File: src/rtl/core/scsa_pkg.sv
`timescale 1ns / 1ps
// ----------------------------------------------------------------------------
// scsa_pkg: shared constants and types of the slab allocator
// Class geometry, status codes and the queued word between front and back.
// ----------------------------------------------------------------------------
package scsa_pkg;

  localparam int NUM_SIZE_CLASSES = 5;
  localparam int SLABS_PER_CLASS  = 4;
  localparam int SLAB_BYTES       = 4096;
  localparam int FAST_DEPTH       = 32;

  localparam int GRAIN     = 16;
  localparam int BLK_HDR   = 24;
  localparam int SLAB_HDR  = 64;
  localparam int MAX_BLKS  = 63;
  localparam int LIVE_MAX  = 2047;

  localparam int CLS_W  = 3;
  localparam int SLAB_W = 2;
  localparam int BLK_W  = 6;
  localparam int LIVE_W = 11;
  localparam int ST_W   = 3;
  localparam int FILL_W = $clog2(FAST_DEPTH + 1);
  localparam int FIDX_W = (FAST_DEPTH > 1) ? $clog2(FAST_DEPTH) : 1;
  localparam int LIM_W  = 7;

  // block size rounded to the grain, per class
  localparam int BS0 = (BLK_HDR + (32 << 0) + GRAIN - 1) / GRAIN * GRAIN;
  localparam int BS1 = (BLK_HDR + (32 << 1) + GRAIN - 1) / GRAIN * GRAIN;
  localparam int BS2 = (BLK_HDR + (32 << 2) + GRAIN - 1) / GRAIN * GRAIN;
  localparam int BS3 = (BLK_HDR + (32 << 3) + GRAIN - 1) / GRAIN * GRAIN;
  localparam int BS4 = (BLK_HDR + (32 << 4) + GRAIN - 1) / GRAIN * GRAIN;
  localparam int BS5 = (BLK_HDR + (32 << 5) + GRAIN - 1) / GRAIN * GRAIN;
  localparam int BS6 = (BLK_HDR + (32 << 6) + GRAIN - 1) / GRAIN * GRAIN;
  localparam int BS7 = (BLK_HDR + (32 << 7) + GRAIN - 1) / GRAIN * GRAIN;
  localparam int N0 = (SLAB_BYTES - SLAB_HDR) / BS0;
  localparam int N1 = (SLAB_BYTES - SLAB_HDR) / BS1;
  localparam int N2 = (SLAB_BYTES - SLAB_HDR) / BS2;
  localparam int N3 = (SLAB_BYTES - SLAB_HDR) / BS3;
  localparam int N4 = (SLAB_BYTES - SLAB_HDR) / BS4;
  localparam int N5 = (SLAB_BYTES - SLAB_HDR) / BS5;
  localparam int N6 = (SLAB_BYTES - SLAB_HDR) / BS6;
  localparam int N7 = (SLAB_BYTES - SLAB_HDR) / BS7;

  localparam logic [BLK_W-1:0] BLKS_IN [8] = '{
    BLK_W'((N0 > MAX_BLKS) ? MAX_BLKS : N0), BLK_W'((N1 > MAX_BLKS) ? MAX_BLKS : N1),
    BLK_W'((N2 > MAX_BLKS) ? MAX_BLKS : N2), BLK_W'((N3 > MAX_BLKS) ? MAX_BLKS : N3),
    BLK_W'((N4 > MAX_BLKS) ? MAX_BLKS : N4), BLK_W'((N5 > MAX_BLKS) ? MAX_BLKS : N5),
    BLK_W'((N6 > MAX_BLKS) ? MAX_BLKS : N6), BLK_W'((N7 > MAX_BLKS) ? MAX_BLKS : N7)
  };

  localparam logic [ST_W-1:0] ST_GRANTED   = 3'd0;
  localparam logic [ST_W-1:0] ST_ZERO      = 3'd1;
  localparam logic [ST_W-1:0] ST_TOO_LARGE = 3'd2;
  localparam logic [ST_W-1:0] ST_OUT       = 3'd3;
  localparam logic [ST_W-1:0] ST_FREED     = 3'd4;

  typedef struct packed {
    logic              is_free;
    logic              zero;
    logic              big;
    logic [CLS_W-1:0]  cls;
    logic [SLAB_W-1:0] slab;
    logic [BLK_W-1:0]  blk;
  } req_t;

endpackage

File: src/rtl/core/scsa_front.sv
`timescale 1ns / 1ps
// ----------------------------------------------------------------------------
// scsa_front: request intake and size classing
// Rounds the size, picks the class and queues the word for the back end.
// ----------------------------------------------------------------------------
module scsa_front (
  input  logic                        clk_i,
  input  logic                        rst_ni,
  input  logic                        in_valid_i,
  output logic                        in_stall_o,
  input  logic                        kind_i,
  input  logic [15:0]                 req_size_i,
  input  logic [scsa_pkg::CLS_W-1:0]  free_class_i,
  input  logic [scsa_pkg::SLAB_W-1:0] free_slab_i,
  input  logic [scsa_pkg::BLK_W-1:0]  free_block_i,
  output logic                        q_valid_o,
  input  logic                        q_pop_i,
  output scsa_pkg::req_t              q_word_o
);
  import scsa_pkg::*;

  logic [16:0] rsize;
  req_t        word;
  req_t        slot_q [2];
  logic        rd_q, wr_q;
  logic [1:0]  cnt_q;
  logic        push;

  // classify: first class whose payload size (32 << class) holds the rounded size
  always_comb begin
    rsize        = ({1'b0, req_size_i} + 17'(GRAIN - 1)) & ~17'(GRAIN - 1);
    word         = '0;
    word.is_free = kind_i;
    word.zero    = (req_size_i == 16'd0);
    word.big     = (rsize > 17'(32 << (NUM_SIZE_CLASSES - 1)));
    word.slab    = free_slab_i;
    word.blk     = free_block_i;
    word.cls     = free_class_i;
    if (!kind_i) begin
      word.cls = '0;
      for (int c = NUM_SIZE_CLASSES - 1; c >= 0; c--) begin
        if (rsize <= 17'(32 << c)) word.cls = CLS_W'(c);
      end
    end
  end

  assign in_stall_o = (cnt_q == 2'd2);
  assign push       = in_valid_i && !in_stall_o;
  assign q_valid_o  = (cnt_q != 2'd0);
  assign q_word_o   = slot_q[rd_q];

  // two-entry queue
  always_ff @(posedge clk_i) begin
    if (push) slot_q[wr_q] <= word;
  end

  always_ff @(posedge clk_i or negedge rst_ni) begin
    if (!rst_ni) begin
      rd_q  <= 1'b0;
      wr_q  <= 1'b0;
      cnt_q <= 2'd0;
    end else begin
      if (push) wr_q <= ~wr_q;
      if (q_pop_i) rd_q <= ~rd_q;
      cnt_q <= cnt_q + 2'(push) - 2'(q_pop_i);
    end
  end

endmodule

File: config.mk
export PLATFORM = sky130hd
export DESIGN_NAME = scsa_front
export DESIGN_NICKNAME = d
export VERILOG_FILES = /design/src/rtl/core/scsa_pkg.sv /design/src/rtl/core/scsa_front.sv
export SDC_FILE = /design/constraint.sdc
export NUM_CORES = 1
export LEC_CHECK = 0
export ABC_AREA = 0
export ABC_CLOCK_PERIOD_IN_PS = 3490
export BUFFER_PORTS_ARGS = -buffer_cell sky130_fd_sc_hd__buf_2
export CAP_MARGIN = 40
export CORE_MARGIN = 2
export CORE_UTILIZATION = 45
export DETAILED_ROUTE_END_ITERATION = 7
export HOLD_SLACK_MARGIN = 0.15
export PLACE_DENSITY_LB_ADDON = 0.12
export SKIP_CTS_REPAIR_TIMING = 1
export SLEW_MARGIN = 40
export SYNTH_ARGS = -nofsm -noshare
export SYNTH_HDL_FRONTEND = slang
export SYNTH_SLANG_ARGS = --single-unit
export TNS_END_PERCENT = 50
File: constraint.sdc
create_clock -name clk_i -period 3.49 [get_ports clk_i]
set_input_delay 0.349 -clock clk_i [delete_from_list [all_inputs] [get_ports clk_i]]
set_output_delay 0.349 -clock clk_i [all_outputs]
set_load 0.02 [all_outputs]
==> results.py, run 1 <==
metrics = {
    "yosys": {
        "yosysMostFrequentCell": "edfxtp_1",
        "yosys_most_used_dff": "edfxtp_1",
        "yosysSeqAreaShare_pct": 64.3,
        "ys_warn_count": 0,
        "synth.area.top_cells": "edfxtp_1 (57%), mux2_2 (11%), dfrtp_1 (6.8%)",
        "synth-edff-count": 28,
        "ys_types": 32,
        "synth_nets": 136,
        "synthCells": 102,
        "syn_avg_cell_area_um2": 14.3,
        "synth_largest_area_cell": "edfxtp_1",
        "synth_area_mm2": 0.00146,
        "synth_common_cells": "edfxtp_1 (28), mux2_2 (14), dfrtp_1 (4), nand2_1 (4), nor2_1 (4)",
        "async_reset_ff_share_pct": 12.5,
        "synth.top_cell.area_share_pct": 57.5,
        "synth-seq-cells": 32,
    },
    "routing": {
        "first_iter_violations": 8,
        "routed_wl_mm": 2.51,
        "vias": 1015,
        "drt-vias-per-instance": 5.08,
        "remaining_drc_errors": 0,
        "ant_nets": 0,
        "wire_per_inst_um": 12.5,
        "drtPass1Iterations": 4,
    },
    "power": {
        "power_density_mw_per_mm2": 705,
        "total_power_uw": 1300,
        "vdd_drop_max_v": 0.000263,
        "p_leak_uw": 0.000708,
    },
    "place": {
        "place_inst": 191,
        "gp_congestion": 0.670,
        "place_ws_ns": 1.23,
        "port-buffer-count": 47,
        "post_dp_cell_area_mm2": 0.00175,
        "dp_hpwl_mm": 1.83,
    },
    "sta": {
        "max_slew.worst_pin.slew_ns": 0.661,
        "setup_viol": 0,
        "finalCritPeriodShare_pct": 57.4,
        "rsz0062_at_grt": "false",
        "fin_skew_ns": 0.00692,
        "setup_slack_ns": 1.49,
        "relSlewSlack_pct": 55.9,
        "maxSlewViolCount": 0,
        "period_minus_slack_ns": 2.00,
        "hold_viol": 0,
        "fin_setup_tns_ns": 0,
        "max_freq_mhz": 499,
    },
    "cts": {
        "cts_tree": "yes",
        "cts_buffer_depth": 2,
        "cts.root.buffer_cell": "clkbuf_4",
        "clock_latency_ns": 0.32,
        "clk_pin_slew_ns": 0.10,
        "cts_sinks": 32,
        "h-tree-depth": 2,
        "cts_made_buffers": 5,
    },
    "critical_path": {
        "crit_path_start": "rd_q",
        "crit_fanout": 15,
        "critPathBufInv": 1,
        "slowest_stage": "dfrtp_1",
        "cp.required_ns": 3.14,
        "setup.worst_path.end_class": "output port",
        "worstSetupPathDepth": 2,
        "r2r_cells": 7,
        "crit_path_end": "q_word_o[10]",
        "worst_setup_path_start_kind": "register",
        "criticalPathCategory": "reg2out",
        "max_stage_delay_ns": 0.76,
        "cp_top_family": "flip-flops",
        "r2r-end": "cnt_q[1]",
        "rrSetupSlack_ns": 1.99,
        "path_cells": "mux2_2, buf_2",
        "cp.arrival_ns": 1.65,
        "worstReg2RegStart": "cnt_q[1]",
    },
    "finish": {
        "area_delta_synth_final_pct": 25.7,
        "instances_no_fill": 200,
        "antenna_cells": 0,
        "final_layout_size_suffix_gt1_share_pct": 47.4,
        "finalNetCount": 189,
        "final_area_mm2": 0.00184,
    },
    "worst_hold_path": {
        "hp-class": "in2reg",
    },
    "floorplan": {
        "io_pins": 48,
        "die_height_um": 61.0,
        "core_mm2": 0.00308,
        "rows": 20,
        "fp.dieW_um": 61.0,
        "die_area_mm2": 0.00372,
        "floorplan.initialDensity_pct": 47.5,
    },
    "global_routing": {
        "busiest_layer": "met2",
        "grt_use_met2_pct": 25.5,
        "grt_pass1_wl_mm": 3.66,
        "track_usage_pct": 14.3,
        "grt_max_degree": 16,
        "grt-ovfl-total": 0,
        "grt_use_met3_pct": 6.51,
        "antenna_found_initial": 0,
        "grt_pass1_vias": 900,
        "grt_use_met1_pct": 14.3,
    },
    "run": {
        "cap_violations": 0,
    },
    "run_status": {
        "outcome": "finished, final reports clean",
    },
}
-- power breakdown --
group	switching, uW	internal, uW
logic	241	194
clock network	122	149
registers	61.4	529
-- logic make-up after synthesis --
family	count (synthesis)	share of synthesized area [%]
AND/OR/NAND/NOR	32	13.3
flip-flops	32	64.3
multiplexers	14	10.8
AO/OA/AOI/OAI	12	5.90
buffers and inverters	6	1.54
XOR/XNOR	4	2.40
adder cells (fa/ha/maj)	2	1.71
-- cell usage in the layout (no fill, tap or decap), drive strengths merged --
| cell type | count |
|---|---|
| buf | 48 |
| edfxtp | 28 |
| mux2 | 14 |
| clkbuf | 5 |
| nand2 | 4 |
| nor2 | 4 |
| dfrtp | 4 |
| or4 | 4 |
| inv | 3 |
| or3 | 3 |
| o21ai | 3 |
| xnor2 | 3 |
| nand2b | 2 |
| nand4 | 2 |
| nor3b | 2 |
| nand3 | 2 |
| nor2b | 2 |
| nor4b | 2 |
| nor3 | 2 |
| a21oi | 2 |
| ha | 2 |
| nor4 | 1 |
| a221oi | 1 |
| o31a | 1 |
| a2111oi | 1 |
| o31ai | 1 |
| or2 | 1 |
| and3 | 1 |
| a21o | 1 |
| a22oi | 1 |
| o211ai | 1 |
| xor2 | 1 |
| clkinvlp | 1 |
| bufinv | 1 |
| clkinv | 1 |
| dlygate4sd3 | 1 |
-- flip-flops by register name (all words and copies together), names as in the netlist --
register	flops
slot_q	28
cnt_q	2
rd_q	1
wr_q	1
-- worst reg2reg max path, delay by kind of cell (launching register included) --
family | cells | cell delay, ns
DFF | 1 | 0.41
buffers and inverters | 1 | 0.04
and+or+nand+nor | 2 | 0.22
adders and majority gates | 2 | 0.46
xor gates and xnor gates | 2 | 0.30
-- area by class of cell --
cell class / instances / area (um^2)
fillers: 278 / 1240
inverters: 3 / 11.3
well taps: 44 / 55.1
multi-input cells: 64 / 499
flip-flops and latches: 32 / 941
clock inverters: 3 / 42.5
repair buffers: 49 / 253
clock buffers: 5 / 37.5
-- routing by layer --
layer / up-vias / routed length, um / part of all wire, %
li1: 501 / - / -
met1: 474 / 920 / 37
met2: 35 / 1380 / 55
met3: 5 / 166 / 6.6
met4: 0 / 46 / 1.8
met5: - / 0 / 0
-- metrics by stage --
stage          utilization (%)  hold WS, ns
6_report                  59.8        0.204
5_1_grt                   59.8        0.169
4_1_cts                   59.4       -0.200
3_5_place_dp              56.8        0.158
3_3_place_gp              56.8        0.156
2_1_floorplan                -       0.0534
-- worst min-delay path by stage --
stage / cells past startpoint / end / from / slack [ns]
final: 1 / slot_q[1][6] / free_slab_i[0] / 0.20
after detailed placement: 1 / cnt_q[0] / rst_ni / 0.16
after floorplan: 0 / cnt_q[0] / rst_ni / 0.05
after global placement: 1 / cnt_q[0] / rst_ni / 0.16
after global routing: 1 / slot_q[0][4] / free_block_i[4] / 0.17
after CTS: 1 / cnt_q[0] / rst_ni / -0.20
(Power assumes the default switching activity.)
==> inputs of run 2 (changes only) <==
--- a/config.mk
+++ b/config.mk
@@ -6,11 +6,11 @@
 export NUM_CORES = 1
 export LEC_CHECK = 0
 export ABC_AREA = 0
-export ABC_CLOCK_PERIOD_IN_PS = 3490
+export ABC_CLOCK_PERIOD_IN_PS = 1680
 export BUFFER_PORTS_ARGS = -buffer_cell sky130_fd_sc_hd__buf_2
 export CAP_MARGIN = 40
 export CORE_MARGIN = 2
-export CORE_UTILIZATION = 45
+export CORE_UTILIZATION = 44
 export DETAILED_ROUTE_END_ITERATION = 7
 export HOLD_SLACK_MARGIN = 0.15
 export PLACE_DENSITY_LB_ADDON = 0.12
==> constraint.sdc (replaced) <==
create_clock -name clk_i -period 1.68 [get_ports clk_i]
set_input_delay 0.168 -clock clk_i [delete_from_list [all_inputs] [get_ports clk_i]]
set_output_delay 0.168 -clock clk_i [all_outputs]
set_load 0.02 [all_outputs]
==> results.py, run 2 (synthesis gave the netlist of run 1 again) <==
metrics = {
    "place": {
        "place_inst": 200,
        "gp_congestion": 0.724,
        "dp_hpwl_mm": 2.03,
        "place_ws_ns": -0.398,
        "port-buffer-count": 47,
    },
    "cts": {
        "cts_sinks": 32,
        "clk_pin_slew_ns": 0.08,
        "h-tree-depth": 2,
        "cts_made_buffers": 5,
        "clock_latency_ns": 0.32,
        "cts_buffer_depth": 2,
        "cts_tree": "yes",
        "cts.root.buffer_cell": "clkbuf_4",
    },
    "critical_path": {
        "max_stage_delay_ns": 0.52,
        "setup.worst_path.end_class": "register",
        "crit_fanout": 3,
        "crit_top_cell": "or4_4",
        "worst_setup_path_start_kind": "primary input",
        "cp.required_ns": 1.83,
        "criticalPathCategory": "in2reg",
        "cp.arrival_ns": 1.85,
        "path_cells": "buf_6, or4_4, or4_4, or3_4, o31ai_4",
        "slowest_stage": "or4_4",
    },
    "floorplan": {
        "floorplan.initialDensity_pct": 47.1,
        "die_height_um": 61.7,
        "die_area_mm2": 0.00380,
        "io_pins": 48,
        "core_mm2": 0.00310,
        "rows": 20,
        "fp.dieW_um": 61.7,
    },
    "power": {
        "p_sw_uw": 874,
        "power_frac_seq_pct": 44.4,
        "p_int_uw": 1740,
        "combPwrFrac_pct": 40.9,
        "power_density_mw_per_mm2": 1280,
        "p_sw_share_pct": 33.4,
        "vdd_drop_max_v": 0.000444,
        "p_leak_uw": 0.000801,
        "p_clk_share_pct": 14.7,
    },
    "sta": {
        "hold-worst-slack_ns": 0.172,
        "setup_slack_ns": -0.0194,
        "rsz0062_at_grt": "true",
        "fin_skew_ns": 0.00435,
        "max_slew.worst_pin.slew_ns": 0.422,
        "max_freq_mhz": 588,
        "period_minus_slack_ns": 1.70,
        "finalCritPeriodShare_pct": 101,
        "hold_viol": 0,
        "maxSlewViolCount": 0,
        "setup_viol": 2,
        "relSlewSlack_pct": 71.8,
    },
    "finish": {
        "instances_no_fill": 221,
        "final_common_cell": "buf_2",
        "regMostFlops": "slot_q",
        "fill_cells": 264,
        "reg_top3": "slot_q: 28 flops, cnt_q: 2 flops",
        "area_delta_synth_final_pct": 39.1,
        "largest_reg_flops": 28,
        "antenna_cells": 0,
        "finalNetCount": 210,
        "final_layout_size_suffix_gt1_share_pct": 48.0,
        "layout_common_cells": "buf_2 (45), edfxtp_1 (28), mux2_2 (14)",
    },
    "run": {
        "cap_violations": 0,
    },
    "routing": {
        "vias": 1092,
        "first_iter_violations": 33,
        "drtPass1Iterations": 4,
        "wire_per_inst_um": 12.2,
        "routed_wl_mm": 2.70,
        "drt-vias-per-instance": 4.94,
        "ant_nets": 0,
        "remaining_drc_errors": 0,
    },
    "global_routing": {
        "track_usage_pct": 15.7,
        "grt-ovfl-total": 0,
        "antenna_found_initial": 0,
        "grt_max_degree": 15,
        "grt_pass1_vias": 998,
        "grt_pass1_wl_mm": 4.12,
    },
    "run_status": {
        "violations": "setup timing",
        "outcome": "finished, violations left",
    },
    "worst_hold_path": {
        "hp-class": "in2reg",
    },
}
## run 2: cell types whose count changed in the layout (fill, tap and decap cells not counted), sizes merged
cell,previous run,this run
dlygate4sd3,1,12
buf,48,58
clkbuf,5,7
bufinv,1,0
clkinvlp,1,0
## run 2: layer usage
metal | wire length, um | global-route usage (%) | vias to the layer above
met5 | 0 | 0 | -
met4 | 65 | 8.21 | 0
met3 | 161 | 6.09 | 6
met2 | 1480 | 28.9 | 36
met1 | 987 | 15.0 | 505
li1 | - | - | 545
## run 2: path summary, 6_finish.rpt
check	start	endpoint	slack, ns	depth (start not counted)
min in group asynchronous	rst_ni	cnt_q[1]	0.19	2
worst min-delay path	free_class_i[1]	slot_q[0][9]	0.17	3
worst max-delay path	req_size_i[10]	slot_q[1][8]	-0.02	5
worst max register to register	cnt_q[1]	cnt_q[1]	0.19	7
max in group asynchronous	rst_ni	cnt_q[0]	1.37	2
worst min register to register	cnt_q[1]	cnt_q[1]	0.50	1
## run 2: power groups by stage
stage / Combinational (uW) / Sequential, uW / Clock [uW]
finish: 1070 / 1160 / 385
global route: 1170 / 1180 / 437
CTS: 1060 / 1160 / 406
floorplan: 701 / 1160 / 0
global placement: 1040 / 1170 / 0
detailed placement: 1050 / 1180 / 0
## run 2: through the flow
| stage | setup TNS, ns | total power, uW | area (um^2) | utilization, % |
|---|---|---|---|---|
| after floorplan | -0.933 | 1860 | 1470 | - |
| after global placement | -2.12 | 2210 | 1820 | 58.7 |
| after detailed placement | -2.42 | 2240 | 1820 | 58.7 |
| after CTS | -0.112 | 2630 | 1870 | 60.2 |
| after global routing | -0.0997 | 2790 | 2030 | 65.6 |
| final | -0.0386 | 2610 | 2030 | 65.6 |
## run 2: layout make-up
type	instances	area [um^2]	share of cell area [%]
Inverter	3	11.3	0.554
Multi-Input combinational cell	64	528	26.0
Timing Repair Buffer	70	450	22.1
Clock inverter	1	3.75	0.185
Tap cell	44	55.1	2.71
Sequential cell	32	941	46.2
Clock buffer	7	45.0	2.21
## run 2: worst max-delay path: cells and delay by family
family	cells	cell delay, ns
AO/OA/AOI/OAI	1	0.26
buffers and inverters	1	0.09
AND/OR/NAND/NOR	3	1.32
==> inputs of run 3 (changes only) <==
--- a/config.mk
+++ b/config.mk
@@ -9,8 +9,9 @@
 export ABC_CLOCK_PERIOD_IN_PS = 1680
 export BUFFER_PORTS_ARGS = -buffer_cell sky130_fd_sc_hd__buf_2
 export CAP_MARGIN = 40
-export CORE_MARGIN = 2
-export CORE_UTILIZATION = 44
+export CELL_PAD_IN_SITES_DETAIL_PLACEMENT = 1
+export CELL_PAD_IN_SITES_GLOBAL_PLACEMENT = 2
+export CORE_UTILIZATION = 29
 export DETAILED_ROUTE_END_ITERATION = 7
 export HOLD_SLACK_MARGIN = 0.15
 export PLACE_DENSITY_LB_ADDON = 0.12
==> results.py, run 3 (synthesis gave the netlist of run 1 again) <==
metrics = {
    "worst_hold_path": {
        "min_from": "kind_i",
        "hold_depth": 1,
        "hp-class": "in2reg",
        "hold_end": "slot_q[1][13]",
    },
    "critical_path": {
        "critPathBufInv": 1,
        "cp.required_ns": 1.79,
        "criticalPathCategory": "in2reg",
        "cp.arrival_ns": 1.84,
        "setup.worst_path.end_class": "register",
        "rrSetupSlack_ns": 0.13,
        "crit_path_start": "req_size_i[10]",
        "crit_fanout": 3,
        "worst_setup_path_start_kind": "primary input",
        "max_stage_delay_ns": 0.52,
        "crit_top_cell": "or4_4",
        "cp_top_family": "simple AND/OR/NAND/NOR gates",
        "r2r_cells": 7,
        "slowest_stage": "or4_4",
        "path_cells": "buf_6, or4_4, or4_4, or3_4, o31ai_4",
        "r2r-end": "cnt_q[1]",
        "worstReg2RegStart": "cnt_q[1]",
    },
    "sta": {
        "fin_skew_ns": 0.00259,
        "maxSlewViolCount": 0,
        "rsz0062_at_grt": "true",
        "finalCritPeriodShare_pct": 103,
        "setup_viol": 6,
        "period_minus_slack_ns": 1.73,
        "max_freq_mhz": 579,
        "hold_viol": 0,
        "max_slew.worst_pin.slew_ns": 0.421,
        "hold-worst-slack_ns": 0.209,
        "fin_setup_tns_ns": -0.215,
        "relSlewSlack_pct": 71.9,
        "setup_slack_ns": -0.0471,
    },
    "power": {
        "combPwrFrac_pct": 38.6,
        "p_clk_share_pct": 19.4,
        "p_sw_uw": 914,
        "p_int_uw": 1850,
        "p_leak_uw": 0.000795,
        "vdd_drop_max_v": 0.000368,
        "power_frac_seq_pct": 42.1,
        "p_sw_share_pct": 33.1,
        "power_density_mw_per_mm2": 1350,
    },
    "cts": {
        "h-tree-depth": 2,
        "clock_latency_ns": 0.28,
        "cts_sinks": 32,
        "cts.root.buffer_cell": "clkbuf_8",
        "cts_buffer_depth": 2,
        "cts_tree": "yes",
        "clk_pin_slew_ns": 0.06,
        "cts_made_buffers": 5,
    },
    "routing": {
        "remaining_drc_errors": 0,
        "wire_per_inst_um": 13.1,
        "routed_wl_mm": 3.13,
        "drt-vias-per-instance": 4.61,
        "ant_nets": 0,
        "drtPass1Iterations": 4,
        "first_iter_violations": 32,
        "vias": 1098,
    },
    "global_routing": {
        "grt_pass1_vias": 1059,
        "grt-ovfl-total": 0,
        "grt_max_degree": 16,
        "track_usage_pct": 12.1,
        "antenna_found_initial": 0,
        "grt_pass1_wl_mm": 4.69,
    },
    "finish": {
        "reg_top3": "slot_q: 28 flops, cnt_q: 2 flops",
        "regMostFlops": "slot_q",
        "finalNetCount": 204,
        "area_delta_synth_final_pct": 40.5,
        "instances_no_fill": 238,
        "final_common_cell": "buf_2",
        "antenna_cells": 0,
        "final_layout_size_suffix_gt1_share_pct": 48.0,
        "layout_common_cells": "buf_2 (46), edfxtp_1 (28), mux2_2 (14)",
        "largest_reg_flops": 28,
    },
    "place": {
        "place_ws_ns": -0.448,
        "port-buffer-count": 47,
        "place_inst": 220,
        "dp_hpwl_mm": 2.36,
        "gp_congestion": 0.711,
    },
    "floorplan": {
        "die_height_um": 73.0,
        "io_pins": 48,
        "floorplan.initialDensity_pct": 30.6,
        "die_area_mm2": 0.00533,
        "core_mm2": 0.00479,
        "rows": 25,
        "fp.dieW_um": 73.0,
    },
    "run_status": {
        "outcome": "finished, violations left",
        "violations": "setup timing",
    },
    "run": {
        "cap_violations": 0,
    },
}
==> run 3: metrics by stage <==
stage / util (%) / area, um^2 / total power [uW]
2_1_floorplan: - / 1470 / 1860
3_3_place_gp: 38.2 / 1830 / 2190
3_5_place_dp: 38.2 / 1830 / 2230
4_1_cts: 39.8 / 1910 / 2780
5_1_grt: 42.9 / 2050 / 2930
6_report: 42.9 / 2050 / 2760
==> run 3: how the worst max path moves through the flow <==
stage                         endpoint  slack (ns)  depth (start not counted)
after global placement    slot_q[0][8]       -0.35                          5
after detailed placement  slot_q[0][9]       -0.45                          5
after CTS                 slot_q[1][9]       -0.16                          5
final                     slot_q[0][8]       -0.05                          5
after floorplan           slot_q[0][8]       -0.18                          4
after global routing      slot_q[0][8]       -0.09                          5
==> run 3: power groups by stage <==
stage,Sequential (uW),Combinational (uW),Clock (uW)
floorplan,1160,701,0
global placement,1170,1030,0
detailed placement,1180,1050,0
CTS,1170,1060,558
global route,1180,1160,592
finish,1160,1070,535
==> run 3: area by class of cell <==
cell class	count	area, um^2
Fill cell	525	2730
Sequential cell	32	941
Multi-Input combinational cell	64	544
Timing Repair Buffer	64	394
Tap cell	67	83.8
Clock buffer	7	76.3
Inverter	3	11.3
Clock inverter	1	3.75
==> run 3: metal layers <==
layer / part of all wire, % / GRT usage [%] / wire length [um]
met5: 0 / 0 / 0
met4: 1.5 / 5.23 / 48
met3: 5.0 / 4.14 / 158
met2: 51 / 21.4 / 1610
met1: 42 / 13.0 / 1320
